[src/erbm_pkg.sv]
package erbm_pkg;

    // Register and field widths
    localparam int CFG_W          = 13;
    localparam int CFG_INDEX_W    = 1;
    localparam int DEF_MAX_WIDTH  = 4096;
    localparam int DEF_MAX_HEIGHT = 4096;
    localparam int COORD_W        = 12;
    localparam int GRAY_W         = 8;
    localparam int STEP_W         = 8;
    localparam int BLUR_W         = 8;
    localparam int SUM_W          = 31;
    localparam int CNT_W          = 24;
    localparam int M_TDATA_W      = 96;
    localparam int QUEUE_DEPTH    = 4;
    localparam int DIV_STEPS      = STEP_W;

    localparam logic [CFG_W-1:0] DIM_RESET = 13'd4096;
    localparam logic [SUM_W-1:0] SUM_MAX   = {SUM_W{1'b1}};
    localparam logic [CNT_W-1:0] CNT_MAX   = {CNT_W{1'b1}};

    // Register indexes
    typedef enum logic [CFG_INDEX_W-1:0] {
        REG_IMAGE_WIDTH  = 1'b0,
        REG_IMAGE_HEIGHT = 1'b1
    } cfg_index_t;

    // Result kinds
    typedef enum logic {
        KIND_RUN     = 1'b0,
        KIND_SUMMARY = 1'b1
    } kind_t;

    // Fixed part of a queued job; the run length travels beside it
    typedef struct packed {
        kind_t               kind;
        logic [COORD_W-1:0]  column;
        logic [COORD_W-1:0]  row;
        logic [GRAY_W-1:0]   diff;
    } job_head_t;

    typedef struct packed {
        logic full;
        logic empty;
    } queue_status_t;

    typedef enum logic [1:0] {
        B_IDLE,
        B_DIV,
        B_EMIT
    } back_state_t;

    // Blur byte of a step: 255 * (1 - (k/255 - 0.01)/0.03)^5 clamped and floored,
    // worked out exactly for the few steps that fall inside the ramp
    function automatic logic [BLUR_W-1:0] blur_of_step(input logic [STEP_W-1:0] k);
        logic [BLUR_W-1:0] b;
        case (k)
            8'd0, 8'd1, 8'd2: b = 8'd255;
            8'd3:             b = 8'd188;
            8'd4:             b = 8'd89;
            8'd5:             b = 8'd37;
            8'd6:             b = 8'd12;
            8'd7:             b = 8'd3;
            default:          b = 8'd1;
        endcase
        return b;
    endfunction

endpackage

[src/erbm_fifo.sv]
module erbm_fifo
    import erbm_pkg::*;
#(
    parameter int WIDTH = 8,
    parameter int DEPTH = QUEUE_DEPTH
)
(
    input  logic             clk,
    input  logic             rst_n,
    input  logic             push,
    input  logic [WIDTH-1:0] wr_data,
    input  logic             pop,
    output logic [WIDTH-1:0] rd_data,
    output queue_status_t    status
);

    localparam int PW = (DEPTH > 1) ? $clog2(DEPTH) : 1;
    localparam int CW = $clog2(DEPTH + 1);

    logic [WIDTH-1:0] slot_reg [DEPTH];
    logic [PW-1:0]    wr_ptr_reg, wr_ptr_next;
    logic [PW-1:0]    rd_ptr_reg, rd_ptr_next;
    logic [CW-1:0]    fill_reg, fill_next;

    assign status.full  = (fill_reg == CW'(DEPTH));
    assign status.empty = (fill_reg == '0);
    assign rd_data      = slot_reg[rd_ptr_reg];

    // Pointer and fill update, pointers wrap at the depth
    always_comb
    begin
        wr_ptr_next = wr_ptr_reg;
        rd_ptr_next = rd_ptr_reg;
        fill_next   = fill_reg;
        if (push)
        begin
            wr_ptr_next = (wr_ptr_reg == PW'(DEPTH - 1)) ? '0 : wr_ptr_reg + PW'(1);
        end
        if (pop)
        begin
            rd_ptr_next = (rd_ptr_reg == PW'(DEPTH - 1)) ? '0 : rd_ptr_reg + PW'(1);
        end
        if (push && !pop)
        begin
            fill_next = fill_reg + CW'(1);
        end
        else if (pop && !push)
        begin
            fill_next = fill_reg - CW'(1);
        end
    end

    always_ff @(posedge clk or negedge rst_n)
    begin
        if (!rst_n)
        begin
            wr_ptr_reg <= '0;
            rd_ptr_reg <= '0;
            fill_reg   <= '0;
        end
        else
        begin
            wr_ptr_reg <= wr_ptr_next;
            rd_ptr_reg <= rd_ptr_next;
            fill_reg   <= fill_next;
        end
    end

    // Storage
    always_ff @(posedge clk)
    begin
        if (push)
        begin
            slot_reg[wr_ptr_reg] <= wr_data;
        end
    end

endmodule

[src/erbm_front.sv]
module erbm_front
    import erbm_pkg::*;
#(
    parameter int MAX_WIDTH  = DEF_MAX_WIDTH,
    parameter int MAX_HEIGHT = DEF_MAX_HEIGHT,
    localparam int LEN_W     = $clog2(MAX_WIDTH)
)
(
    input  logic                clk,
    input  logic                rst_n,
    input  logic                s_tvalid,
    output logic                s_tready,
    input  logic [GRAY_W-1:0]   s_tdata,      // gray
    input  logic [0:0]          s_tuser,      // edge_mask
    input  logic [CFG_W-1:0]    image_width,
    input  logic [CFG_W-1:0]    image_height,
    input  queue_status_t       q_status,
    output logic                push,
    output job_head_t           job_head,
    output logic [LEN_W-1:0]    job_len
);

    localparam int WW = ($clog2(MAX_WIDTH + 1) > CFG_W) ? $clog2(MAX_WIDTH + 1) : CFG_W;
    localparam int HW = ($clog2(MAX_HEIGHT + 1) > CFG_W) ? $clog2(MAX_HEIGHT + 1) : CFG_W;
    localparam int RW = $clog2(MAX_HEIGHT);

    logic [LEN_W-1:0]  col_reg, col_next;
    logic [RW-1:0]     row_reg, row_next;
    logic              in_run_reg, in_run_next;
    logic [GRAY_W-1:0] gray_before_reg;
    logic [LEN_W-1:0]  len_reg;
    logic [GRAY_W-1:0] prev_gray_reg;

    logic [WW-1:0]     w_raw, w_eff, col_w;
    logic [HW-1:0]     h_raw, h_eff, row_h;
    logic              accept, masked;
    logic              row_end, frame_end, interior, active;
    logic              close_run, start_run, extend_run;
    logic [LEN_W-1:0]  col_sel;

    // Effective frame size, raised to at least 3 and clamped to what the counters can hold
    always_comb
    begin
        w_raw = WW'(image_width);
        h_raw = HW'(image_height);
        if (w_raw < WW'(3))
            w_eff = WW'(3);
        else if (w_raw > WW'(MAX_WIDTH))
            w_eff = WW'(MAX_WIDTH);
        else
            w_eff = w_raw;
        if (h_raw < HW'(3))
            h_eff = HW'(3);
        else if (h_raw > HW'(MAX_HEIGHT))
            h_eff = HW'(MAX_HEIGHT);
        else
            h_eff = h_raw;
    end

    // Pixel classification
    assign s_tready   = !q_status.full;
    assign accept     = s_tvalid && s_tready;
    assign masked     = s_tuser[0];
    assign col_w      = WW'(col_reg);
    assign row_h      = HW'(row_reg);
    assign row_end    = (col_w >= w_eff - WW'(1));
    assign frame_end  = row_end && (row_h >= h_eff - HW'(1));
    assign interior   = (row_h >= HW'(1)) && (row_h <= h_eff - HW'(2));
    assign active     = interior && (col_reg != '0);
    assign close_run  = accept && active && in_run_reg && masked;
    assign extend_run = accept && active && in_run_reg && !masked;
    assign start_run  = accept && active && !in_run_reg && !masked
                        && (col_w <= w_eff - WW'(2));

    // Job towards the back end: a closed run or the frame summary
    assign push    = close_run || (accept && frame_end);
    assign col_sel = frame_end ? col_reg : col_reg - LEN_W'(1);
    assign job_len = len_reg;

    always_comb
    begin
        job_head.kind   = frame_end ? KIND_SUMMARY : KIND_RUN;
        job_head.column = COORD_W'(col_sel);
        job_head.row    = COORD_W'(row_reg);
        job_head.diff   = (s_tdata > gray_before_reg) ? s_tdata - gray_before_reg
                                                      : gray_before_reg - s_tdata;
    end

    // Counters and run flag
    always_comb
    begin
        col_next    = col_reg;
        row_next    = row_reg;
        in_run_next = in_run_reg;
        if (accept)
        begin
            if (close_run)
                in_run_next = 1'b0;
            else if (start_run)
                in_run_next = 1'b1;
            if (row_end)
            begin
                in_run_next = 1'b0;
                col_next    = '0;
                row_next    = frame_end ? '0 : row_reg + RW'(1);
            end
            else
            begin
                col_next = col_reg + LEN_W'(1);
            end
        end
    end

    always_ff @(posedge clk or negedge rst_n)
    begin
        if (!rst_n)
        begin
            col_reg    <= '0;
            row_reg    <= '0;
            in_run_reg <= 1'b0;
        end
        else
        begin
            col_reg    <= col_next;
            row_reg    <= row_next;
            in_run_reg <= in_run_next;
        end
    end

    // Run payload; each is written before it is first read
    always_ff @(posedge clk)
    begin
        if (accept)
            prev_gray_reg <= s_tdata;
        if (start_run)
        begin
            gray_before_reg <= prev_gray_reg;
            len_reg         <= LEN_W'(1);
        end
        else if (extend_run)
        begin
            len_reg <= len_reg + LEN_W'(1);
        end
    end

endmodule

[src/erbm_back.sv]
module erbm_back
    import erbm_pkg::*;
#(
    parameter int MAX_WIDTH = DEF_MAX_WIDTH,
    localparam int LEN_W    = $clog2(MAX_WIDTH)
)
(
    input  logic                 clk,
    input  logic                 rst_n,
    input  queue_status_t        q_status,
    input  job_head_t            job_head,
    input  logic [LEN_W-1:0]     job_len,
    output logic                 pop,
    output logic                 m_tvalid,
    input  logic                 m_tready,
    output logic [M_TDATA_W-1:0] m_tdata,  // column, row, blur_level, slope_step,
                                           // slope_sum, run_count, one zero bit
    output logic [0:0]           m_tuser   // kind
);

    localparam int CMPW  = (LEN_W > STEP_W + 1) ? LEN_W : STEP_W + 1;
    localparam int STEPC = $clog2(DIV_STEPS);

    back_state_t          state_reg, state_next;
    job_head_t            head_reg;
    logic [LEN_W-1:0]     divisor_reg;
    logic [STEP_W-1:0]    rem_reg, rem_next;
    logic [STEP_W-1:0]    quo_reg, quo_next;
    logic [STEPC-1:0]     step_reg;
    logic [SUM_W-1:0]     sum_reg;
    logic [CNT_W-1:0]     cnt_reg;
    logic                 out_valid_reg;
    logic [M_TDATA_W-1:0] out_data_reg;
    kind_t                out_kind_reg;

    logic                 out_free, load;
    logic [CMPW-1:0]      trial, div_c;
    logic [SUM_W-1:0]     sum_step;

    assign out_free = !out_valid_reg || m_tready;

    // Next state
    always_comb
    begin
        state_next = state_reg;
        case (state_reg)
            B_IDLE:
            begin
                if (!q_status.empty)
                    state_next = (job_head.kind == KIND_SUMMARY) ? B_EMIT : B_DIV;
            end
            B_DIV:
            begin
                if (step_reg == '0)
                    state_next = B_EMIT;
            end
            B_EMIT:
            begin
                if (out_free)
                    state_next = B_IDLE;
            end
            default:
            begin
                state_next = B_IDLE;
            end
        endcase
    end

    // State outputs
    always_comb
    begin
        pop  = 1'b0;
        load = 1'b0;
        case (state_reg)
            B_IDLE:  pop  = !q_status.empty;
            B_EMIT:  load = out_free;
            default: ;
        endcase
    end

    // One restoring division step: shift in a dividend bit, subtract if it fits
    always_comb
    begin
        trial = CMPW'({rem_reg, quo_reg[STEP_W-1]});
        div_c = CMPW'(divisor_reg);
        if (trial >= div_c)
        begin
            rem_next = STEP_W'(trial - div_c);
            quo_next = {quo_reg[STEP_W-2:0], 1'b1};
        end
        else
        begin
            rem_next = STEP_W'(trial);
            quo_next = {quo_reg[STEP_W-2:0], 1'b0};
        end
    end

    // Saturating add of the step to the frame sum
    assign sum_step = ((SUM_MAX - sum_reg) < SUM_W'(quo_reg)) ? SUM_MAX
                                                                : sum_reg + SUM_W'(quo_reg);

    always_ff @(posedge clk or negedge rst_n)
    begin
        if (!rst_n)
        begin
            state_reg     <= B_IDLE;
            step_reg      <= '0;
            sum_reg       <= '0;
            cnt_reg       <= '0;
            out_valid_reg <= 1'b0;
        end
        else
        begin
            state_reg <= state_next;
            if (pop)
                step_reg <= STEPC'(DIV_STEPS - 1);
            else if (state_reg == B_DIV)
                step_reg <= step_reg - STEPC'(1);

            if (load)
            begin
                out_valid_reg <= 1'b1;
                if (head_reg.kind == KIND_SUMMARY)
                begin
                    sum_reg <= '0;
                    cnt_reg <= '0;
                end
                else
                begin
                    sum_reg <= sum_step;
                    if (cnt_reg != CNT_MAX)
                        cnt_reg <= cnt_reg + CNT_W'(1);
                end
            end
            else if (m_tready)
            begin
                out_valid_reg <= 1'b0;
            end
        end
    end

    // Job capture, divider datapath and output beat
    always_ff @(posedge clk)
    begin
        if (pop)
        begin
            head_reg    <= job_head;
            divisor_reg <= job_len;
            rem_reg     <= '0;
            quo_reg     <= job_head.diff;
        end
        else if (state_reg == B_DIV)
        begin
            rem_reg <= rem_next;
            quo_reg <= quo_next;
        end

        if (load)
        begin
            out_kind_reg <= head_reg.kind;
            if (head_reg.kind == KIND_SUMMARY)
                out_data_reg <= {1'b0, cnt_reg, sum_reg, {STEP_W{1'b0}},
                                 {BLUR_W{1'b0}}, head_reg.row, head_reg.column};
            else
                out_data_reg <= {1'b0, {CNT_W{1'b0}}, {SUM_W{1'b0}}, quo_reg,
                                 blur_of_step(quo_reg), head_reg.row, head_reg.column};
        end
    end

    assign m_tvalid = out_valid_reg;
    assign m_tdata  = out_data_reg;
    assign m_tuser  = out_kind_reg;

endmodule

[src/edge_run_blur_measure.sv]
// Edge run blur measure. Pixels come in raster order, one beat each, with the
// gray byte in s_tdata and the edge-mask bit in s_tuser. In interior rows every
// run of unmasked pixels starting at column 1 or later and closed by a masked
// pixel gives one run beat (kind 0) carrying the column of its last pixel, the
// row, the integer gray step per pixel and a blur byte; runs that reach the row
// end are dropped. The frame's last pixel gives one summary beat (kind 1) with
// the sum of steps and the run count. The front end takes one pixel per cycle
// while its four-entry job queue has room; the back end takes one job at a
// time, works a run job through the bit-serial step divider and then emits
// it, emits a summary straight after its fetch, and lets any output beat wait
// on m_tready. Pixels therefore stall when runs close faster than the back end
// retires them for longer than the queue can absorb, or while the receiver
// holds result beats back. Frame size is set through cfg_we/cfg_index/cfg_data
// and is clamped to 3..MAX_WIDTH and 3..MAX_HEIGHT.
module edge_run_blur_measure
    import erbm_pkg::*;
#(
    parameter int MAX_WIDTH  = DEF_MAX_WIDTH,
    parameter int MAX_HEIGHT = DEF_MAX_HEIGHT
)
(
    input  logic                   clk,
    input  logic                   rst_n,
    input  logic                   s_tvalid,
    output logic                   s_tready,
    input  logic [GRAY_W-1:0]      s_tdata,    // gray
    input  logic [0:0]             s_tuser,    // edge_mask
    output logic                   m_tvalid,
    input  logic                   m_tready,
    output logic [M_TDATA_W-1:0]   m_tdata,    // column, row, blur_level, slope_step,
                                               // slope_sum, run_count, one zero bit
    output logic [0:0]             m_tuser,    // kind
    input  logic                   cfg_we,
    input  logic [CFG_INDEX_W-1:0] cfg_index,
    input  logic [CFG_W-1:0]       cfg_data
);

    localparam int LEN_W = $clog2(MAX_WIDTH);
    localparam int JOB_W = $bits(job_head_t) + LEN_W;

    logic [CFG_W-1:0] width_reg;
    logic [CFG_W-1:0] height_reg;

    queue_status_t    q_status;
    logic             push, pop;
    job_head_t        wr_head, rd_head;
    logic [LEN_W-1:0] wr_len, rd_len;
    logic [JOB_W-1:0] rd_job;

    // Configuration registers
    always_ff @(posedge clk or negedge rst_n)
    begin
        if (!rst_n)
        begin
            width_reg  <= DIM_RESET;
            height_reg <= DIM_RESET;
        end
        else if (cfg_we)
        begin
            case (cfg_index)
                REG_IMAGE_WIDTH:  width_reg  <= cfg_data;
                REG_IMAGE_HEIGHT: height_reg <= cfg_data;
                default: ;
            endcase
        end
    end

    erbm_front #(
        .MAX_WIDTH  (MAX_WIDTH),
        .MAX_HEIGHT (MAX_HEIGHT)
    ) u_front (
        .clk          (clk),
        .rst_n        (rst_n),
        .s_tvalid     (s_tvalid),
        .s_tready     (s_tready),
        .s_tdata      (s_tdata),
        .s_tuser      (s_tuser),
        .image_width  (width_reg),
        .image_height (height_reg),
        .q_status     (q_status),
        .push         (push),
        .job_head     (wr_head),
        .job_len      (wr_len)
    );

    erbm_fifo #(
        .WIDTH (JOB_W),
        .DEPTH (QUEUE_DEPTH)
    ) u_queue (
        .clk     (clk),
        .rst_n   (rst_n),
        .push    (push),
        .wr_data ({wr_len, wr_head}),
        .pop     (pop),
        .rd_data (rd_job),
        .status  (q_status)
    );

    assign rd_head = job_head_t'(rd_job[$bits(job_head_t)-1:0]);
    assign rd_len  = rd_job[JOB_W-1:$bits(job_head_t)];

    erbm_back #(
        .MAX_WIDTH (MAX_WIDTH)
    ) u_back (
        .clk      (clk),
        .rst_n    (rst_n),
        .q_status (q_status),
        .job_head (rd_head),
        .job_len  (rd_len),
        .pop      (pop),
        .m_tvalid (m_tvalid),
        .m_tready (m_tready),
        .m_tdata  (m_tdata),
        .m_tuser  (m_tuser)
    );

    // Queue never written when full nor read when empty
    a_no_overflow: assert property (@(posedge clk) disable iff (!rst_n)
        push |-> !q_status.full)
        else $error("job queue written while full");

    a_no_underflow: assert property (@(posedge clk) disable iff (!rst_n)
        pop |-> !q_status.empty)
        else $error("job queue read while empty");

    // A summary carries no step or blur, a run result no frame totals
    a_summary_fields: assert property (@(posedge clk) disable iff (!rst_n)
        (m_tvalid && (m_tuser[0] == KIND_SUMMARY)) |-> (m_tdata[39:24] == '0))
        else $error("summary beat with step or blur set");

    a_run_fields: assert property (@(posedge clk) disable iff (!rst_n)
        (m_tvalid && (m_tuser[0] == KIND_RUN)) |-> (m_tdata[95:40] == '0))
        else $error("run beat with frame totals set");

endmodule

[config.mk]
export PLATFORM = sky130hd
export DESIGN_NAME = edge_run_blur_measure
export DESIGN_NICKNAME = d
export VERILOG_FILES = /design/src/erbm_pkg.sv /design/src/erbm_fifo.sv /design/src/erbm_front.sv /design/src/erbm_back.sv /design/src/edge_run_blur_measure.sv
export SDC_FILE = /design/constraint.sdc
export NUM_CORES = 1
export LEC_CHECK = 0
export BUFFER_PORTS_ARGS = -buffer_cell sky130_fd_sc_hd__clkbuf_2
export CAP_MARGIN = 20
export CELL_PAD_IN_SITES_DETAIL_PLACEMENT = 1
export CELL_PAD_IN_SITES_GLOBAL_PLACEMENT = 2
export CORE_MARGIN = 4
export CORE_UTILIZATION = 47
export DETAILED_ROUTE_END_ITERATION = 8
export PLACE_DENSITY = 0.92
export SYNTH_ARGS = -nofsm -noshare
export SYNTH_HDL_FRONTEND = slang
export SYNTH_HIERARCHICAL = 1
export SYNTH_SLANG_ARGS = --single-unit
[constraint.sdc]
create_clock -name clk -period 16.7 [get_ports clk]
set_input_delay 4.175 -clock clk [delete_from_list [all_inputs] [get_ports clk]]
set_output_delay 4.175 -clock clk [all_outputs]
set_load 0.01 [all_outputs]
==> impl_metrics.py <==
metrics = {
    "outcome": {
        "status": "finished, final reports clean",
    },
    "clock_tree": {
        "cts_buffers": 50,
        "cts_tree": "yes",
        "clock_sinks": 484,
        "insertion_delay_ns": 0.61,
        "hold_buffers": 0,
        "post-cts-setup-buffers": 0,
        "root_buffer": "clkbuf_16",
        "cts_resized": 0,
        "h-tree-depth": 2,
        "path_clk_slew_ns": 0.06,
        "cts_buffer_depth": 3,
    },
    "synth": {
        "synth_ff_type": "edfxtp_1",
        "synth_seq_cells": 484,
        "syn_area_um2": 23220,
        "synth_cell_types": 93,
        "yosysWarnings": 6,
        "avgSynthCellArea_um2": 12.96,
        "async_reset_ff_share_pct": 24.59,
        "synth_edf_count": 337,
        "syn-num-nets": 1939,
        "ys_seq_area_share_pct": 58.84,
        "syn_inst": 1791,
    },
    "route": {
        "drt_iter0_markers": 985,
        "drc": 0,
        "antenna_left": 0,
        "avgViaCountPerCell": 5.680,
        "drt_pass1_iterations": 5,
        "vias": 14930,
        "routed_wl_um": 55010,
        "wl_per_cell_um": 20.93,
    },
    "global_routing": {
        "grt_max_degree": 84,
        "gr-usage-all-layers_pct": 20.84,
        "antenna_found_initial": 0,
        "grt_pass1_wl_um": 89090,
        "first_global_vias": 16060,
        "grt.overflow.total": 0,
    },
    "worst_setup_path": {
        "slowest_delay_ns": 0.65,
        "required_ns": 16.95,
        "cpMaxStageDelayCell": "inv_1",
        "cp_max_fo": 23,
        "critPathKind": "primary input to flip-flop",
        "worstPathCellList": "clkbuf_2 -> nand2_1 -> inv_1 -> o311ai_4 -> nor2_1 -> a32o_1 -> and2_2 -> buf_4",
        "end_kind": "flip-flop",
        "critPathLaunchType": "primary input",
        "arrival_ns": 7.24,
    },
    "timing": {
        "setup_viol": 0,
        "slew_headroom_pct": 28.44,
        "hold_ws_ns": 0.4176,
        "worst_pin_slew_ns": 1.066,
        "fin_ws_ns": 9.713,
        "timing.final.crit_share_pct": 41.84,
        "fmax_ghz": 0.1431,
        "tns_ns": 0,
        "hold_viol": 0,
        "fin_worst_skew_ns": 0.02389,
        "min_period_ns": 6.987,
        "rsz0062_at_grt": "no",
        "finalMaxSlewViolations": 0,
    },
    "floorplanning": {
        "rows": 81,
        "start_util_pct": 47.53,
        "ioPinCount": 127,
        "dieArea_um2": 53020,
        "fp.coreArea_um2": 48850,
        "die_w_um": 230.3,
        "fp.dieH_um": 230.3,
    },
    "placement": {
        "numPortBuffers": 125,
        "dp_hpwl_um": 37730,
        "place_congestion": 0.8442,
        "place_inst": 2535,
        "place_ws_ns": 9.069,
    },
    "power": {
        "leakage_uw": 0.01014,
        "cellPowerDensity_nw_per_um2": 161.1,
        "p_total_uw": 4216,
        "peakVddDrop_uv": 87.26,
    },
    "cells_and_area": {
        "fill_cells": 4942,
        "final_nets": 2071,
        "stdcell_count": 2629,
        "largest_reg_flops": 180,
        "diodes": 0,
        "drive_gt1_share_pct": 17.56,
        "areaGrowthSynthToFinish_pct": 12.76,
    },
    "worst_hold_path": {
        "holdCritPathClass": "flip-flop to flip-flop",
    },
    "job": {
        "maxCapViolCount": 0,
    },
}
path summary, 6_finish.rpt:
path                                               startpoint                                end  slack [ns]  depth (start not counted)
worst max register to register      height_reg[4]$_DFFE_PN0P_    u_queue/fill_reg[1]$_DFFE_PN0P_       10.38                         23
max in group asynchronous                               rst_n          height_reg[2]$_DFFE_PN0P_       11.69                          2
min in group asynchronous                               rst_n      u_back/sum_reg[4]$_DFFE_PN0P_        3.67                          1
worst max-delay path                                 s_tvalid  u_queue/slot_reg[1][35]$_DFFE_PP_        9.71                          8
worst min register to register  u_back/head_reg[21]$_DFFE_PP_        u_back/m_tdata[1]$_DFFE_PP_        0.42                          0
worst min-delay path            u_back/head_reg[21]$_DFFE_PP_        u_back/m_tdata[1]$_DFFE_PP_        0.42                          0
cells by family after synthesis:
logic type / after synthesis / synth area share [%]
simple gates: 549 / 12.68
flops: 484 / 58.84
compound gates: 327 / 9.722
buf+inv: 154 / 2.985
fa+ha+maj: 120 / 6.629
mux: 91 / 6.682
xor+xnor: 65 / 2.452
other cells: 1 / 0.01615
final cells by class:
class | count | area (µm²) | share of cell area [%]
Sequential cell | 484 | 13660 | 52.19
Multi-Input combinational cell | 1153 | 8881 | 33.92
Clock buffer | 67 | 1388 | 5.300
Tap cell | 664 | 830.8 | 3.174
Timing Repair Buffer | 144 | 770.7 | 2.944
Inverter | 90 | 340.3 | 1.300
Clock inverter | 27 | 305.3 | 1.166
metrics by stage:
step / utilization, % / cell area [µm²]
after floorplan: - / 23220
after global placement: 50.13 / 24490
after detailed placement: 50.13 / 24490
after CTS: 53.59 / 26180
after global routing: 53.59 / 26180
final: 53.59 / 26180
power by group:
part | total [µW] | switching [µW] | internal, µW
Combinational | 1270 | 772 | 499
Clock | 1140 | 482 | 656
Sequential | 1810 | 197 | 1610
routing by layer:
layer	track usage, %	wire (µm)
met4	6.087	1383
met3	2.478	1988
met5	0	0
met2	37.20	28330
met1	26.86	23310
synth_stat cells, types with 19 or more instances:
library cell / n / area, µm²
and2_1: 77 / 481.7
a21o_1: 19 / 142.6
nand2_1: 98 / 367.9
nand2b_1: 22 / 137.6
nor3_1: 34 / 170.2
mux4_2: 45 / 1013
o21ai_0: 79 / 395.4
dfxtp_1: 28 / 560.5
a31oi_1: 22 / 137.6
and3_1: 30 / 187.7
nor2_1: 103 / 386.6
dfrtp_1: 117 / 2928
inv_1: 89 / 334.1
nor2b_1: 27 / 168.9
mux2_2: 22 / 247.7
xnor2_1: 36 / 315.3
ha_1: 115 / 1439
clkbuf_1: 37 / 138.9
xor2_1: 29 / 254.0
nand3_1: 59 / 295.3
a21oi_1: 65 / 325.3
edfxtp_1: 337 / 10120
placed cells by master (no fill, tap or decap), drive strengths merged, types with 9 or more instances in the layout:
cell type / Yosys / final
nor3b: 9 / 9
xor2: 29 / 29
mux2i: 14 / 14
clkinv: 0 / 13
o21a: 11 / 11
nand2: 100 / 100
nor4: 11 / 11
nand3: 60 / 60
edfxtp: 337 / 337
mux2: 32 / 32
nor2b: 28 / 28
xnor2: 36 / 36
or3: 19 / 19
nand3b: 9 / 9
clkbuf: 37 / 191
mux4: 45 / 45
buf: 27 / 20
and2: 78 / 78
o22ai: 10 / 10
nor3: 35 / 35
a21o: 19 / 19
o21ai: 83 / 83
nor2: 104 / 104
inv: 90 / 96
and3: 30 / 30
a211oi: 9 / 9
ha: 115 / 115
a2111oi: 12 / 12
dfxtp: 28 / 28
dfrtp: 117 / 117
a22o: 15 / 15
nand4: 17 / 17
a31oi: 22 / 22
nand2b: 22 / 22
a21oi: 65 / 65
worst max-delay path: cells and delay by family:
| family | cells | cell delay, ns |
|---|---|---|
| simple gates | 3 | 1.20 |
| compound gates | 2 | 0.65 |
| buf+inv | 3 | 1.18 |
No activity file was read; power rests on OpenSTA's default activity.
